==> src/rtl/core/smtp_dsn_pkg.sv <==
// shared types and constants for the smtp dot-stuffing and crlf normalizer
package smtp_dsn_pkg;

    localparam logic [7:0] CH_DOT = 8'h2E;
    localparam logic [7:0] CH_CR  = 8'h0D;
    localparam logic [7:0] CH_LF  = 8'h0A;

    // most bytes that one input byte can expand into
    localparam int MAX_BYTES = 6;
    localparam int SLOT_W    = $clog2(MAX_BYTES);
    localparam int COUNT_W   = $clog2(MAX_BYTES + 1);

    // one classified request: the bytes to send, how many, and the end-of-body mark
    typedef struct packed {
        logic [MAX_BYTES-1:0][7:0] bytes;
        logic [COUNT_W-1:0]        count;
        logic                      last;
    } cmd_t;

endpackage

==> src/rtl/core/smtp_dot_stuff_crlf_normalizer.sv <==
// top level of the smtp body dot-stuffing and crlf line-ending normalizer
//
// usage:
//   the s_ channel takes the message body one byte per request, s_tlast on the
//   final byte. the m_ channel returns the transformed body: a dot at the start
//   of a line is doubled, cr lf / lone cr / lone lf all become cr lf, and the
//   body is closed with cr lf unless it already ends at a line start. m_tlast
//   marks the final output byte of the body.
//   a cr is held in a pending bit until the next byte arrives; on the final
//   byte it is settled at once. a cr that is held produces no output yet.
// output path and throughput:
//   a request's bytes pass the request queue, then the output register, to m_.
//   while m_tready is high the output side emits one byte per cycle and plain
//   text runs at one byte per cycle; a request of up to 6 bytes holds the byte
//   sequencer until its last byte loads, and s_ stalls once the queue fills.
// reset and stalls:
//   aresetn (synchronous, active low) empties the queue and the output register
//   and returns the line state to the start of a line with no cr held.
//   when m_tready is low the output register holds; the front end keeps taking
//   bytes until the request queue of QUEUE_DEPTH entries fills, then drops s_tready.
module smtp_dot_stuff_crlf_normalizer
    import smtp_dsn_pkg::*;
#(
    parameter int QUEUE_DEPTH = 4
) (
    input  logic       aclk,
    input  logic       aresetn,
    input  logic       s_tvalid,
    output logic       s_tready,
    input  logic [7:0] s_tdata,   // [7:0] in_byte
    input  logic       s_tlast,   // in_last
    output logic       m_tvalid,
    input  logic       m_tready,
    output logic [7:0] m_tdata,   // [7:0] out_byte
    output logic       m_tlast    // out_last
);

    // request path from the classifier into the queue
    cmd_t push_cmd;
    logic push;
    // queue head seen by the byte sequencer
    cmd_t head_cmd;
    logic pop;
    logic q_empty;
    logic q_full;

    // front end: line state, dot stuffing and crlf decisions, one byte per cycle while the queue has room
    smtp_dsn_front u_front (
        .aclk     (aclk),
        .aresetn  (aresetn),
        .s_tvalid (s_tvalid),
        .s_tready (s_tready),
        .s_tdata  (s_tdata),
        .s_tlast  (s_tlast),
        .q_full   (q_full),
        .push     (push),
        .cmd      (push_cmd)
    );

    // decouples input acceptance from output expansion
    smtp_dsn_queue #(
        .DEPTH (QUEUE_DEPTH)
    ) u_queue (
        .aclk     (aclk),
        .aresetn  (aresetn),
        .push     (push),
        .push_cmd (push_cmd),
        .pop      (pop),
        .head_cmd (head_cmd),
        .empty    (q_empty),
        .full     (q_full)
    );

    // back end: one output byte per cycle into a registered master port while requests wait and m_tready is high
    smtp_dsn_back u_back (
        .aclk     (aclk),
        .aresetn  (aresetn),
        .head_cmd (head_cmd),
        .q_empty  (q_empty),
        .pop      (pop),
        .m_tvalid (m_tvalid),
        .m_tready (m_tready),
        .m_tdata  (m_tdata),
        .m_tlast  (m_tlast)
    );

endmodule

==> src/rtl/core/smtp_dsn_front.sv <==
// front end: takes body bytes, tracks line state and builds the expansion of each byte
module smtp_dsn_front
    import smtp_dsn_pkg::*;
(
    input  logic       aclk,
    input  logic       aresetn,
    input  logic       s_tvalid,
    output logic       s_tready,
    input  logic [7:0] s_tdata,   // in_byte
    input  logic       s_tlast,   // in_last
    input  logic       q_full,
    output logic       push,
    output cmd_t       cmd
);

    logic line_start_reg, line_start_next;
    logic pending_reg, pending_next;
    logic accept;
    logic consumed;
    logic [COUNT_W-1:0] n;

    assign s_tready = ~q_full;
    assign accept   = s_tvalid & s_tready;

    always_comb begin
        cmd             = '0;
        n               = '0;
        consumed        = 1'b0;
        line_start_next = line_start_reg;
        pending_next    = 1'b0;

        // settle a held cr first
        if (pending_reg) begin
            cmd.bytes[SLOT_W'(n)] = CH_CR;
            n = n + 1'b1;
            cmd.bytes[SLOT_W'(n)] = CH_LF;
            n = n + 1'b1;
            line_start_next = 1'b1;
            if (s_tdata == CH_LF) begin
                consumed = 1'b1;
            end
        end

        if (!consumed) begin
            if (line_start_next && s_tdata == CH_DOT) begin
                cmd.bytes[SLOT_W'(n)] = CH_DOT;
                n = n + 1'b1;
            end
            if (s_tdata == CH_CR) begin
                if (s_tlast) begin
                    cmd.bytes[SLOT_W'(n)] = CH_CR;
                    n = n + 1'b1;
                    cmd.bytes[SLOT_W'(n)] = CH_LF;
                    n = n + 1'b1;
                    line_start_next = 1'b1;
                end else begin
                    pending_next = 1'b1;
                end
            end else if (s_tdata == CH_LF) begin
                cmd.bytes[SLOT_W'(n)] = CH_CR;
                n = n + 1'b1;
                cmd.bytes[SLOT_W'(n)] = CH_LF;
                n = n + 1'b1;
                line_start_next = 1'b1;
            end else begin
                cmd.bytes[SLOT_W'(n)] = s_tdata;
                n = n + 1'b1;
                line_start_next = 1'b0;
            end
        end

        // close the body on a line boundary and return to reset state
        if (s_tlast) begin
            if (!line_start_next) begin
                cmd.bytes[SLOT_W'(n)] = CH_CR;
                n = n + 1'b1;
                cmd.bytes[SLOT_W'(n)] = CH_LF;
                n = n + 1'b1;
            end
            line_start_next = 1'b1;
            pending_next    = 1'b0;
        end

        cmd.count = n;
        cmd.last  = s_tlast;
    end

    // a held cr produces nothing yet
    assign push = accept & (n != '0);

    always_ff @(posedge aclk) begin
        if (!aresetn) begin
            line_start_reg <= 1'b1;
            pending_reg    <= 1'b0;
        end else if (accept) begin
            line_start_reg <= line_start_next;
            pending_reg    <= pending_next;
        end
    end

endmodule

==> src/rtl/core/smtp_dsn_queue.sv <==
// short request queue between the front end and the byte sequencer
module smtp_dsn_queue
    import smtp_dsn_pkg::*;
#(
    parameter int DEPTH = 4
) (
    input  logic aclk,
    input  logic aresetn,
    input  logic push,
    input  cmd_t push_cmd,
    input  logic pop,
    output cmd_t head_cmd,
    output logic empty,
    output logic full
);

    localparam int PTR_W = $clog2(DEPTH);
    localparam int CNT_W = $clog2(DEPTH + 1);

    cmd_t             mem_reg [DEPTH];
    logic [PTR_W-1:0] wr_ptr_reg, wr_ptr_next;
    logic [PTR_W-1:0] rd_ptr_reg, rd_ptr_next;
    logic [CNT_W-1:0] count_reg, count_next;
    logic             do_push, do_pop;

    assign empty    = (count_reg == '0);
    assign full     = (count_reg == CNT_W'(DEPTH));
    assign do_push  = push & ~full;
    assign do_pop   = pop & ~empty;
    assign head_cmd = mem_reg[rd_ptr_reg];

    always_comb begin
        wr_ptr_next = wr_ptr_reg;
        rd_ptr_next = rd_ptr_reg;
        count_next  = count_reg;
        if (do_push) begin
            wr_ptr_next = (wr_ptr_reg == PTR_W'(DEPTH - 1)) ? '0 : wr_ptr_reg + 1'b1;
        end
        if (do_pop) begin
            rd_ptr_next = (rd_ptr_reg == PTR_W'(DEPTH - 1)) ? '0 : rd_ptr_reg + 1'b1;
        end
        if (do_push && !do_pop) begin
            count_next = count_reg + 1'b1;
        end else if (do_pop && !do_push) begin
            count_next = count_reg - 1'b1;
        end
    end

    always_ff @(posedge aclk) begin
        if (!aresetn) begin
            wr_ptr_reg <= '0;
            rd_ptr_reg <= '0;
            count_reg  <= '0;
        end else begin
            wr_ptr_reg <= wr_ptr_next;
            rd_ptr_reg <= rd_ptr_next;
            count_reg  <= count_next;
        end
    end

    always_ff @(posedge aclk) begin
        if (do_push) begin
            mem_reg[wr_ptr_reg] <= push_cmd;
        end
    end

endmodule

==> src/rtl/core/smtp_dsn_back.sv <==
// back end: walks the bytes of each queued request into the output register
module smtp_dsn_back
    import smtp_dsn_pkg::*;
(
    input  logic       aclk,
    input  logic       aresetn,
    input  cmd_t       head_cmd,
    input  logic       q_empty,
    output logic       pop,
    output logic       m_tvalid,
    input  logic       m_tready,
    output logic [7:0] m_tdata,   // out_byte
    output logic       m_tlast    // out_last
);

    logic [SLOT_W-1:0] idx_reg, idx_next;
    logic              valid_reg, valid_next;
    logic [7:0]        data_reg, data_next;
    logic              last_reg, last_next;
    logic              load;
    logic              final_slot;

    assign load       = ~q_empty & (~valid_reg | m_tready);
    assign final_slot = (COUNT_W'(idx_reg) + 1'b1 == head_cmd.count);
    assign pop        = load & final_slot;

    always_comb begin
        idx_next   = idx_reg;
        valid_next = valid_reg;
        data_next  = data_reg;
        last_next  = last_reg;
        if (load) begin
            valid_next = 1'b1;
            data_next  = head_cmd.bytes[idx_reg];
            last_next  = head_cmd.last & final_slot;
            idx_next   = final_slot ? '0 : idx_reg + 1'b1;
        end else if (m_tready) begin
            valid_next = 1'b0;
        end
    end

    always_ff @(posedge aclk) begin
        if (!aresetn) begin
            idx_reg   <= '0;
            valid_reg <= 1'b0;
        end else begin
            idx_reg   <= idx_next;
            valid_reg <= valid_next;
        end
    end

    always_ff @(posedge aclk) begin
        data_reg <= data_next;
        last_reg <= last_next;
    end

    assign m_tvalid = valid_reg;
    assign m_tdata  = data_reg;
    assign m_tlast  = last_reg;

endmodule
==> config.mk <==
export PLATFORM = sky130hd
export DESIGN_NAME = smtp_dot_stuff_crlf_normalizer
export DESIGN_NICKNAME = d
export VERILOG_FILES = /design/src/rtl/core/smtp_dsn_pkg.sv /design/src/rtl/core/smtp_dot_stuff_crlf_normalizer.sv /design/src/rtl/core/smtp_dsn_front.sv /design/src/rtl/core/smtp_dsn_queue.sv /design/src/rtl/core/smtp_dsn_back.sv
export SDC_FILE = /design/constraint.sdc
export NUM_CORES = 1
export LEC_CHECK = 0
export BUFFER_PORTS_ARGS = -buffer_cell sky130_fd_sc_hd__buf_2
export CAP_MARGIN = 40
export CORE_ASPECT_RATIO = 1.75
export CORE_UTILIZATION = 28
export CTS_CLUSTER_SIZE = 30
export DETAILED_ROUTE_END_ITERATION = 7
export SYNTH_ARGS = -nofsm -noshare
export SYNTH_HDL_FRONTEND = slang
export SYNTH_HIERARCHICAL = 1
export SYNTH_SLANG_ARGS = --single-unit
export TNS_END_PERCENT = 10
==> constraint.sdc <==
create_clock -name aclk -period 5.7 [get_ports aclk]
set_input_delay 0.855 -clock aclk [delete_from_list [all_inputs] [get_ports aclk]]
set_output_delay 0.855 -clock aclk [all_outputs]
set_load 0.02 [all_outputs]
==> impl_metrics.env, run 1 <==
export IMPL_synth_ff_type="edfxtp_1"
export IMPL_drive_gt1_share_pct=23.55
export IMPL_dp_cells=1110
export IMPL_clkSinkCount=232
export IMPL_synth_edff_count=217
export IMPL_max_freq_mhz=194.2
export IMPL_ios=24
export IMPL_finalCriticalPeriod_ns=5.148
export IMPL_finalSetupViolCount=0
export IMPL_routed_wl_mm=22.43
export IMPL_synth_warning_count=6
export IMPL_place_detailed_hpwl_mm=15.36
export IMPL_row_count=93
export IMPL_core_mm2=0.03677
export IMPL_slew_violations=0
export IMPL_status="finished, final reports clean"
export IMPL_grt_pass1_vias=5906
export IMPL_die_y_um=257.1
export IMPL_routed_via_density=4.784
export IMPL_area_delta_synth_final_pct=12.54
export IMPL_pwr_density_cell_mw_per_mm2=388.3
export IMPL_grt_pass1_wl_mm=34.88
export IMPL_cts_tree="done"
export IMPL_port_buffers=23
export IMPL_start_util_pct=28.31
export IMPL_ctsResizeCount=0
export IMPL_ys_seq_area_share_pct=65.49
export IMPL_syn_area_mm2=0.01041
export IMPL_cpMostUsedCell="ha_1"
export IMPL_nets=688
export IMPL_crit_path_end_kind="flop"
export IMPL_nFillCells=3633
export IMPL_synth_area_top_cells="edfxtp_1 63%, mux4_2 11%, dfxtp_1 2.9%"
export IMPL_synth_top_area_cell="edfxtp_1"
export IMPL_ant_nets=0
export IMPL_grt_max_degree=50
export IMPL_finClkSkew_ns=0.01118
export IMPL_worst_hold_slack_ns=0.5022
export IMPL_antenna_diode_count=0
export IMPL_worstMarginPinSlew_ns=0.7831
export IMPL_vdd_ir_drop_max_v=0.0001815
export IMPL_vias=5483
export IMPL_clk_pin_slew_ns=0.07
export IMPL_ys_seq_elements=232
export IMPL_synthCells=620
export IMPL_wl_per_cell_um=19.57
export IMPL_worstPathMaxFanout=7
export IMPL_cap_violations=0
export IMPL_worstPathArrival_ns=5.58
export IMPL_relSlewSlack_pct=47.34
export IMPL_yosys_area_top_type_share_pct=62.60
export IMPL_async_reset_ff_share_pct=0
export IMPL_grt_setup_unrepaired="no"
export IMPL_critical_path_startpoint_type="input port"
export IMPL_clock_path_buffers=3
export IMPL_utilization_pct=31.86
export IMPL_holdBufCountCts=0
export IMPL_critPathRequiredTime_ns=6.13
export IMPL_cts_root_buf="clkbuf_16"
export IMPL_min_period_over_period_pct=90.32
export IMPL_hold_viol=0
export IMPL_p_leak_nw=3.859
export IMPL_critical_path_max_stage_delay_ns=0.47
export IMPL_dr_pass1_iters=5
export IMPL_gp_congestion=0.8132
export IMPL_drt_initial_drc_count=407
export IMPL_cts_setup_buffers=0
export IMPL_final_cells=1146
export IMPL_synth_cell_types=69
export IMPL_cts_buffers=20
export IMPL_path_cells="buf_2 -> or3_1 -> nor4_2 -> inv_1 -> ha_1 -> nor4_1 -> a31oi_1 -> o31a_1 -> ha_1 -> xor2_1 -> nand2_1 -> xnor2_1 -> a21oi_1 -> nor2_1 -> a21oi_1 -> nor2b_1 -> ha_1 -> inv_1 -> fa_1 -> xor2_1 -> or3_1 -> a21boi_0"
export IMPL_largest_reg_flops=208
export IMPL_syn_area_per_cell_um2=16.79
export IMPL_grt_usage_pct=12.14
export IMPL_cpMaxStageDelayCell="or3_1"
export IMPL_die_w_um=147.7
export IMPL_htreeDepth=1
export IMPL_dieArea_mm2=0.03798
export IMPL_grt_overflow_total=0
export IMPL_crit_type="input port to flop"
export IMPL_drcViolationCount=0
export IMPL_clk_latency_ns=0.51
export IMPL_antenna_found_initial=0
export IMPL_hp_class="flop to flop"
-- per-stage QoR --
stage	area [um^2]	TNS [ns]	setup WS [ns]	total power, mW
after floorplan	10440	-23.96	-0.1536	3.043
after global placement	11110	0	0.1412	3.318
after detailed placement	11110	-0.01485	-0.01485	3.337
after CTS	11710	0	0.5132	4.620
after global routing	11710	0	0.1806	4.751
final	11710	0	0.5516	4.548
-- layout make-up --
type	count	area, um^2	share of cell area, %
well taps	475	594.3	5.074
clock buffers	23	533.0	4.550
inverters	18	67.56	0.5768
repair buffers	53	402.9	3.439
flip-flops and latches	232	6822	58.24
multi-input cells	332	3222	27.50
clock inverters	13	72.57	0.6195
-- final timing paths --
kind              depth (start not counted)                   start  slack, ns               endpoint
hold reg to reg                           2   u_queue/wr_ptr_reg[1]       0.50  u_queue/wr_ptr_reg[1]
hold / removal                            2   u_queue/wr_ptr_reg[1]       0.50  u_queue/wr_ptr_reg[1]
setup reg to reg                         21  u_front/line_start_reg       1.02   u_queue/count_reg[2]
setup / recovery                         22              s_tdata[4]       0.55   u_queue/count_reg[2]
-- per-layer routing --
layer,vias up,track usage [%],routed length (um)
met5,-,0,0
met4,0,5.641,856
met3,41,1.223,644
met2,118,23.76,12760
met1,2800,12.69,8170
li1,2524,-,-
-- critical path: cells and delay by family --
kind            cells  cell delay (ns)
compound gates      5             1.02
xor+xnor            3             0.49
fa+ha+maj           4             1.22
buf+inv             3             0.34
simple gates        7             1.65
-- cell usage after synthesis, types with 12 or more instances --
cell type and number:
edfxtp_1 217, mux4_2 52, nand2_1 39, a21oi_1 21
ha_1 17, inv_1 17, nor2_1 17, buf_2 16
dfxtp_1 15, mux2i_1 14, nor3_1 14, o22ai_1 13
o21ai_0 12
-- power breakdown --
group          switching (mW)  total [mW]  internal, mW  leakage, nW
Clock                   0.606        1.28         0.678        0.299
Sequential              0.112        2.27          2.16         2.18
Combinational           0.522       0.990         0.468         1.38
-- logic make-up (layout without fill, tap and decap cells) --
group / count (synthesis) / after routing / share of synthesized area, %
simple gates: 142 / 142 / 7.525
buf+inv: 63 / 107 / 3.859
compound gates: 78 / 78 / 4.953
mux: 75 / 75 / 14.73
xor+xnor: 11 / 11 / 1.178
other cells: 1 / 8 / 0.03603
fa+ha+maj: 18 / 18 / 2.236
flops: 232 / 232 / 65.49
-- layout by cell type (no fill, tap or decap), drive strengths merged, types with 3 or more instances in the layout --
cell,synthesis,final
nor4,6,6
nand3,11,11
ha,17,17
mux2i,14,14
conb,1,8
or2,4,4
clkbuf,9,23
clkinv,0,12
inv,18,19
o31ai,3,3
and4b,3,3
a31o,3,3
nor3,14,14
and3,7,7
edfxtp,217,217
nand2b,5,5
nor2,17,17
dfxtp,15,15
a21oi,22,22
buf,36,53
xnor2,6,6
or3,5,5
nand2,39,39
nor2b,7,7
and2,10,10
xor2,5,5
mux4,60,60
a21boi,4,4
o22ai,14,14
or4,3,3
o21ai,14,14
(Power assumes the default switching activity.)
==> inputs of run 2 (changes only) <==
--- a/config.mk
+++ b/config.mk
@@ -5,7 +5,7 @@
 export SDC_FILE = /design/constraint.sdc
 export NUM_CORES = 1
 export LEC_CHECK = 0
-export BUFFER_PORTS_ARGS = -buffer_cell sky130_fd_sc_hd__buf_2
+export BUFFER_PORTS_ARGS = -buffer_cell sky130_fd_sc_hd__buf_4
 export CAP_MARGIN = 40
 export CORE_ASPECT_RATIO = 1.75
 export CORE_UTILIZATION = 28
==> run 2 against run 1 <==
- fmax is 1.3% higher
- flip-flop and latch count stayed put
- critical path depth did not move
- power is 0.67% higher
- critical path type unchanged
- largest power group unchanged
==> impl_metrics.env, run 2 (synthesized netlist as in run 1, its figures left out) <==
export IMPL_cap_violations=0
export IMPL_worstPathMaxFanout=7
export IMPL_final_common_cell="edfxtp_1"
export IMPL_grt_pass1_vias=5822
export IMPL_ios=24
export IMPL_grt_usage_pct=11.98
export IMPL_relSlewSlack_pct=44.95
export IMPL_most_common_layout_cells="217 x edfxtp_1, 52 x mux4_2, 49 x buf_4, 39 x nand2_1"
export IMPL_fin_area_mm2=0.01182
export IMPL_vias=5439
export IMPL_crit_type="input port to flop"
export IMPL_grt_setup_unrepaired="no"
export IMPL_p_leak_nw=3.894
export IMPL_antenna_found_initial=0
export IMPL_row_count=93
export IMPL_finalSetupViolCount=0
export IMPL_routed_via_density=4.734
export IMPL_die_w_um=147.7
export IMPL_nets=692
export IMPL_min_period_over_period_pct=89.16
export IMPL_grt_pass1_wl_mm=34.36
export IMPL_place_detailed_hpwl_mm=15.40
export IMPL_postPlaceCellArea_mm2=0.01122
export IMPL_drcViolationCount=0
export IMPL_clk_latency_ns=0.50
export IMPL_clk_pin_slew_ns=0.07
export IMPL_wl_per_cell_um=19.28
export IMPL_dr_pass1_iters=5
export IMPL_dp_cells=1114
export IMPL_drive_gt1_share_pct=24.04
export IMPL_start_util_pct=28.31
export IMPL_drt_initial_drc_count=402
export IMPL_clkSinkCount=232
export IMPL_critical_path_startpoint_type="input port"
export IMPL_slew_violations=0
export IMPL_status="finished, final reports clean"
export IMPL_die_y_um=257.1
export IMPL_pwr_density_cell_mw_per_mm2=387.2
export IMPL_holdBufCountCts=0
export IMPL_largest_reg_flops=208
export IMPL_ant_nets=0
export IMPL_cts_buffers=20
export IMPL_ctsResizeCount=0
export IMPL_antenna_diode_count=0
export IMPL_hold_viol=0
export IMPL_worst_hold_slack_ns=0.5046
export IMPL_max_freq_mhz=196.8
export IMPL_hp_class="flop to flop"
export IMPL_cts_tree="done"
export IMPL_power_total_mw=4.578
export IMPL_critPathRequiredTime_ns=6.13
export IMPL_dieArea_mm2=0.03798
export IMPL_worstMarginPinSlew_ns=0.8189
export IMPL_clock_path_buffers=3
export IMPL_gp_congestion=0.7955
export IMPL_cts_root_buf="clkbuf_16"
export IMPL_finClkSkew_ns=0.007961
export IMPL_crit_path_end_kind="flop"
export IMPL_setup_tns_ns=0
export IMPL_vdd_ir_drop_max_v=0.0002384
export IMPL_grt_max_degree=33
export IMPL_worstPathArrival_ns=5.51
export IMPL_area_delta_synth_final_pct=13.59
export IMPL_finalCriticalPeriod_ns=5.082
export IMPL_routed_wl_mm=22.16
export IMPL_final_cells=1149
export IMPL_port_buffers=23
export IMPL_grt_overflow_total=0
export IMPL_core_mm2=0.03677
export IMPL_cts_setup_buffers=0
export IMPL_htreeDepth=1
## run 2: cell count changes in the layout (fill, tap and decap cells not counted), sizes merged
cell | previous run | this run
inv | 19 | 20
clkinv | 12 | 4
clkinvlp | 0 | 3
buf | 53 | 57
clkbuf | 23 | 26
## run 2: power breakdown
| group | switching (mW) | total (mW) | internal (mW) | leakage, nW |
|---|---|---|---|---|
| combinational | 0.518 | 1.02 | 0.505 | 1.43 |
| sequential | 0.115 | 2.28 | 2.16 | 2.18 |
| clock | 0.595 | 1.28 | 0.684 | 0.285 |
## run 2: worst paths after layout
| kind | start | to | slack (ns) | depth (start not counted) |
|---|---|---|---|---|
| worst max-delay path | s_tdata[6] | u_queue/count_reg[2] | 0.62 | 22 |
| worst min-delay path | u_queue/wr_ptr_reg[1] | u_queue/wr_ptr_reg[1] | 0.50 | 2 |
| worst max register to register | u_front/pending_reg | u_queue/count_reg[2] | 1.05 | 21 |
| worst min register to register | u_queue/wr_ptr_reg[1] | u_queue/wr_ptr_reg[1] | 0.50 | 2 |
## run 2: per-stage QoR
step	utilization, %	worst slack (ns)
floorplan	-	-0.1536
global placement	30.50	0.1857
detailed placement	30.51	0.08500
CTS	32.16	0.6035
global route	32.16	0.3096
finish	32.16	0.6177
## run 2: layer usage
| metal | part of all wire, % | track usage [%] | up-vias |
|---|---|---|---|
| met1 | 37 | 12.71 | 2752 |
| met4 | 4.1 | 5.641 | 0 |
| met5 | 0 | 0 | - |
| li1 | - | - | 2517 |
| met3 | 3.0 | 1.294 | 46 |
| met2 | 56 | 23.15 | 124 |
## run 2: critical path, stage by stage
cell	delay [ns]
buf_4	0.14
or3_1	0.45
nor4_2	0.20
inv_1	0.14
ha_1	0.34
nor4_1	0.28
a31oi_1	0.06
o31a_1	0.34
ha_1	0.31
xor2_1	0.19
nand2_1	0.08
xnor2_1	0.13
a21oi_1	0.20
nor2_1	0.07
a21oi_1	0.19
nor2b_1	0.23
ha_1	0.21
inv_1	0.06
fa_1	0.37
xor2_1	0.17
or3_1	0.30
a21boi_0	0.16
## run 2: cell type report
type                            count  area, um^2
Sequential cell                   232        6822
Fill cell                        3618       24950
Timing Repair Buffer               57       513.0
Multi-Input combinational cell    332        3222
Tap cell                          475       594.3
Clock buffer                       26       544.3
Clock inverter                      9       61.31
Inverter                           18       67.56
==> inputs of run 3 (changes only) <==
--- a/config.mk
+++ b/config.mk
@@ -5,6 +5,7 @@
 export SDC_FILE = /design/constraint.sdc
 export NUM_CORES = 1
 export LEC_CHECK = 0
+export ABC_CLOCK_PERIOD_IN_PS = 6300
 export BUFFER_PORTS_ARGS = -buffer_cell sky130_fd_sc_hd__buf_4
 export CAP_MARGIN = 40
 export CORE_ASPECT_RATIO = 1.75
==> constraint.sdc (replaced) <==
create_clock -name aclk -period 6.3 [get_ports aclk]
set_input_delay 0.945 -clock aclk [delete_from_list [all_inputs] [get_ports aclk]]
set_output_delay 0.945 -clock aclk [all_outputs]
set_load 0.02 [all_outputs]
==> run 3 against run 2 <==
- worst hold slack better by 0.0049 ns
- non-clock buffer count fell by 14
- die area stayed put
- power shrank 9.1%
- setup slack improved by 0.34 ns
- flip-flop and latch count did not move
- first-iteration DRC count down 23%
- sequential share of layout area grew 0.52 points
- cell count fell by 1.1%
- largest cell class unchanged
==> impl_metrics.env, run 3 (synthesized netlist as in run 1, its figures left out) <==
export IMPL_cts_root_buf="clkbuf_16"
export IMPL_crit_end="u_queue/count_reg[2]"
export IMPL_power_switching_mw=1.079
export IMPL_clkSinkCount=232
export IMPL_critical_path_max_stage_delay_ns=0.71
export IMPL_die_y_um=257.1
export IMPL_routed_wl_mm=21.62
export IMPL_worst_r2r_cell_count=21
export IMPL_most_common_layout_cells="217 x edfxtp_1, 52 x mux4_2, 39 x nand2_1, 38 x buf_4"
export IMPL_cts_setup_buffers=0
export IMPL_holdPathStages=2
export IMPL_grt_setup_unrepaired="no"
export IMPL_drt_initial_drc_count=311
export IMPL_clk_latency_ns=0.50
export IMPL_cpMaxStageDelayCell="dfxtp_1"
export IMPL_wl_per_cell_um=19.03
export IMPL_drive_gt1_share_pct=22.39
export IMPL_postPlaceCellArea_mm2=0.01108
export IMPL_critPathLaunch="u_front/pending_reg"
export IMPL_rr_endpoint="u_queue/count_reg[2]"
export IMPL_ios=24
export IMPL_crit_type="flop to flop"
export IMPL_htreeDepth=1
export IMPL_row_count=93
export IMPL_routed_via_density=4.786
export IMPL_min_period_over_period_pct=84.85
export IMPL_grt_usage_pct=11.63
export IMPL_critPathRequiredTime_ns=6.72
export IMPL_crit_cells=21
export IMPL_setup_tns_ns=0
export IMPL_utilization_pct=31.88
export IMPL_crit_family="simple AND/OR/NAND/NOR gates"
export IMPL_core_mm2=0.03677
export IMPL_holdBufCountCts=0
export IMPL_clock_path_buffers=3
export IMPL_grt_overflow_total=0
export IMPL_cap_violations=0
export IMPL_finalCriticalPeriod_ns=5.346
export IMPL_die_w_um=147.7
export IMPL_slew_violations=0
export IMPL_worstMarginPinSlew_ns=0.8676
export IMPL_finalSetupViolCount=0
export IMPL_dr_pass1_iters=4
export IMPL_antenna_found_initial=0
export IMPL_vias=5437
export IMPL_finClkSkew_ns=0.01590
export IMPL_clk_pin_slew_ns=0.07
export IMPL_worstPathArrival_ns=5.77
export IMPL_port_buffers=23
export IMPL_p_sw_share_pct=25.92
export IMPL_relSlewSlack_pct=41.68
export IMPL_largest_reg_flops=208
export IMPL_antenna_diode_count=0
export IMPL_start_util_pct=28.31
export IMPL_grt_pass1_vias=5904
export IMPL_worstPathMaxFanout=16
export IMPL_final_common_cell="edfxtp_1"
export IMPL_pwr_share_seq_pct=49.3
export IMPL_ant_nets=0
export IMPL_r2r_start="u_front/pending_reg"
export IMPL_cpMostUsedCell="ha_1"
export IMPL_p_leak_nw=3.844
export IMPL_p_int_mw=3.083
export IMPL_pwr_density_cell_mw_per_mm2=355.0
export IMPL_drcViolationCount=0
export IMPL_cts_buffers=20
export IMPL_area_delta_synth_final_pct=12.62
export IMPL_path_cells="nor2_1 -> nor4_2 -> inv_1 -> ha_1 -> nor4_1 -> a31oi_1 -> o31a_1 -> ha_1 -> xor2_1 -> nand2_1 -> xnor2_1 -> a21oi_1 -> nor2_1 -> a21oi_1 -> nor2b_1 -> ha_1 -> inv_1 -> fa_1 -> xor2_1 -> or3_1 -> a21boi_0"
export IMPL_p_comb_share_pct=21.5
export IMPL_path_buf_inv=2
export IMPL_vdd_ir_drop_max_v=0.0001543
export IMPL_gp_congestion=0.8252
export IMPL_crit_path_end_kind="flop"
export IMPL_critical_path_startpoint_type="flop"
export IMPL_fin_area_mm2=0.01172
export IMPL_max_freq_mhz=187.1
export IMPL_ctsResizeCount=0
export IMPL_dieArea_mm2=0.03798
export IMPL_cts_tree="done"
export IMPL_status="finished, final reports clean"
export IMPL_place_detailed_hpwl_mm=14.49
export IMPL_grt_max_degree=53
export IMPL_worst_hold_slack_ns=0.5096
export IMPL_nets=678
export IMPL_grt_pass1_wl_mm=33.61
export IMPL_hold_viol=0
export IMPL_hp_class="flop to flop"
export IMPL_reg2reg_slack_ns=0.95
export IMPL_p_clk_share_pct=29.2
==> run 3: changes by cell type in the layout (fill, tap and decap cells not counted), sizes merged <==
cell and delta:
buf -14, bufinv +2, clkbuf -3, clkinv +7, clkinvlp -3, inv -2
==> run 3: cell type report <==
type | count | area (um^2)
inverters | 18 | 67.56
clock buffers | 23 | 533.0
clock inverters | 13 | 111.4
flip-flops and latches | 232 | 6824
repair buffers | 43 | 370.4
fillers | 3616 | 25050
well taps | 475 | 594.3
multi-input cells | 332 | 3222
==> run 3: stage by stage <==
| step | worst slack [ns] | power (mW) | std cells |
|---|---|---|---|
| global route | 0.4840 | 4.359 | 1136 |
| CTS | 0.9520 | 4.239 | 1136 |
| finish | 0.9545 | 4.162 | 1136 |
| global placement | 0.5416 | 3.003 | 1099 |
| floorplan | 0.3563 | 2.756 | 627 |
| detailed placement | 0.4490 | 3.019 | 1100 |
==> run 3: how the worst min path moves through the flow <==
stage,startpoint,endpoint,slack (ns)
finish,u_queue/wr_ptr_reg[1],u_queue/wr_ptr_reg[1],0.51
global route,u_queue/wr_ptr_reg[1],u_queue/wr_ptr_reg[1],0.55
CTS,u_queue/wr_ptr_reg[1],u_queue/wr_ptr_reg[1],0.51
detailed placement,u_queue/wr_ptr_reg[1],u_queue/wr_ptr_reg[1],0.50
global placement,u_queue/wr_ptr_reg[1],u_queue/wr_ptr_reg[1],0.50
floorplan,u_queue/wr_ptr_reg[1],u_queue/wr_ptr_reg[1],0.47
==> run 3: worst min-delay path, delay by kind of cell, from the launching register on <==
family,cells,cell delay [ns]
simple gates,1,0.06
mux,1,0.06
flops,1,0.34
==> run 3: layer usage <==
layer  track usage (%)  up-vias  wire [um]  share of wire, %
li1                  -     2498          -                 -
met1             11.91     2752       7754                36
met2             22.46      129      12130                56
met3             1.365       58        712               3.3
met4             6.415        0       1019               4.7
met5                 0        -          0                 0
==> run 3: power groups by stage <==
stage          sequential, mW  combinational [mW]  clock, mW
3_3_place_gp             2.09               0.918          0
5_1_grt                  2.08               0.984       1.30
2_1_floorplan            2.09               0.667          0
3_5_place_dp             2.09               0.925          0
4_1_cts                  2.06               0.927       1.25
6_report                 2.05               0.897       1.21
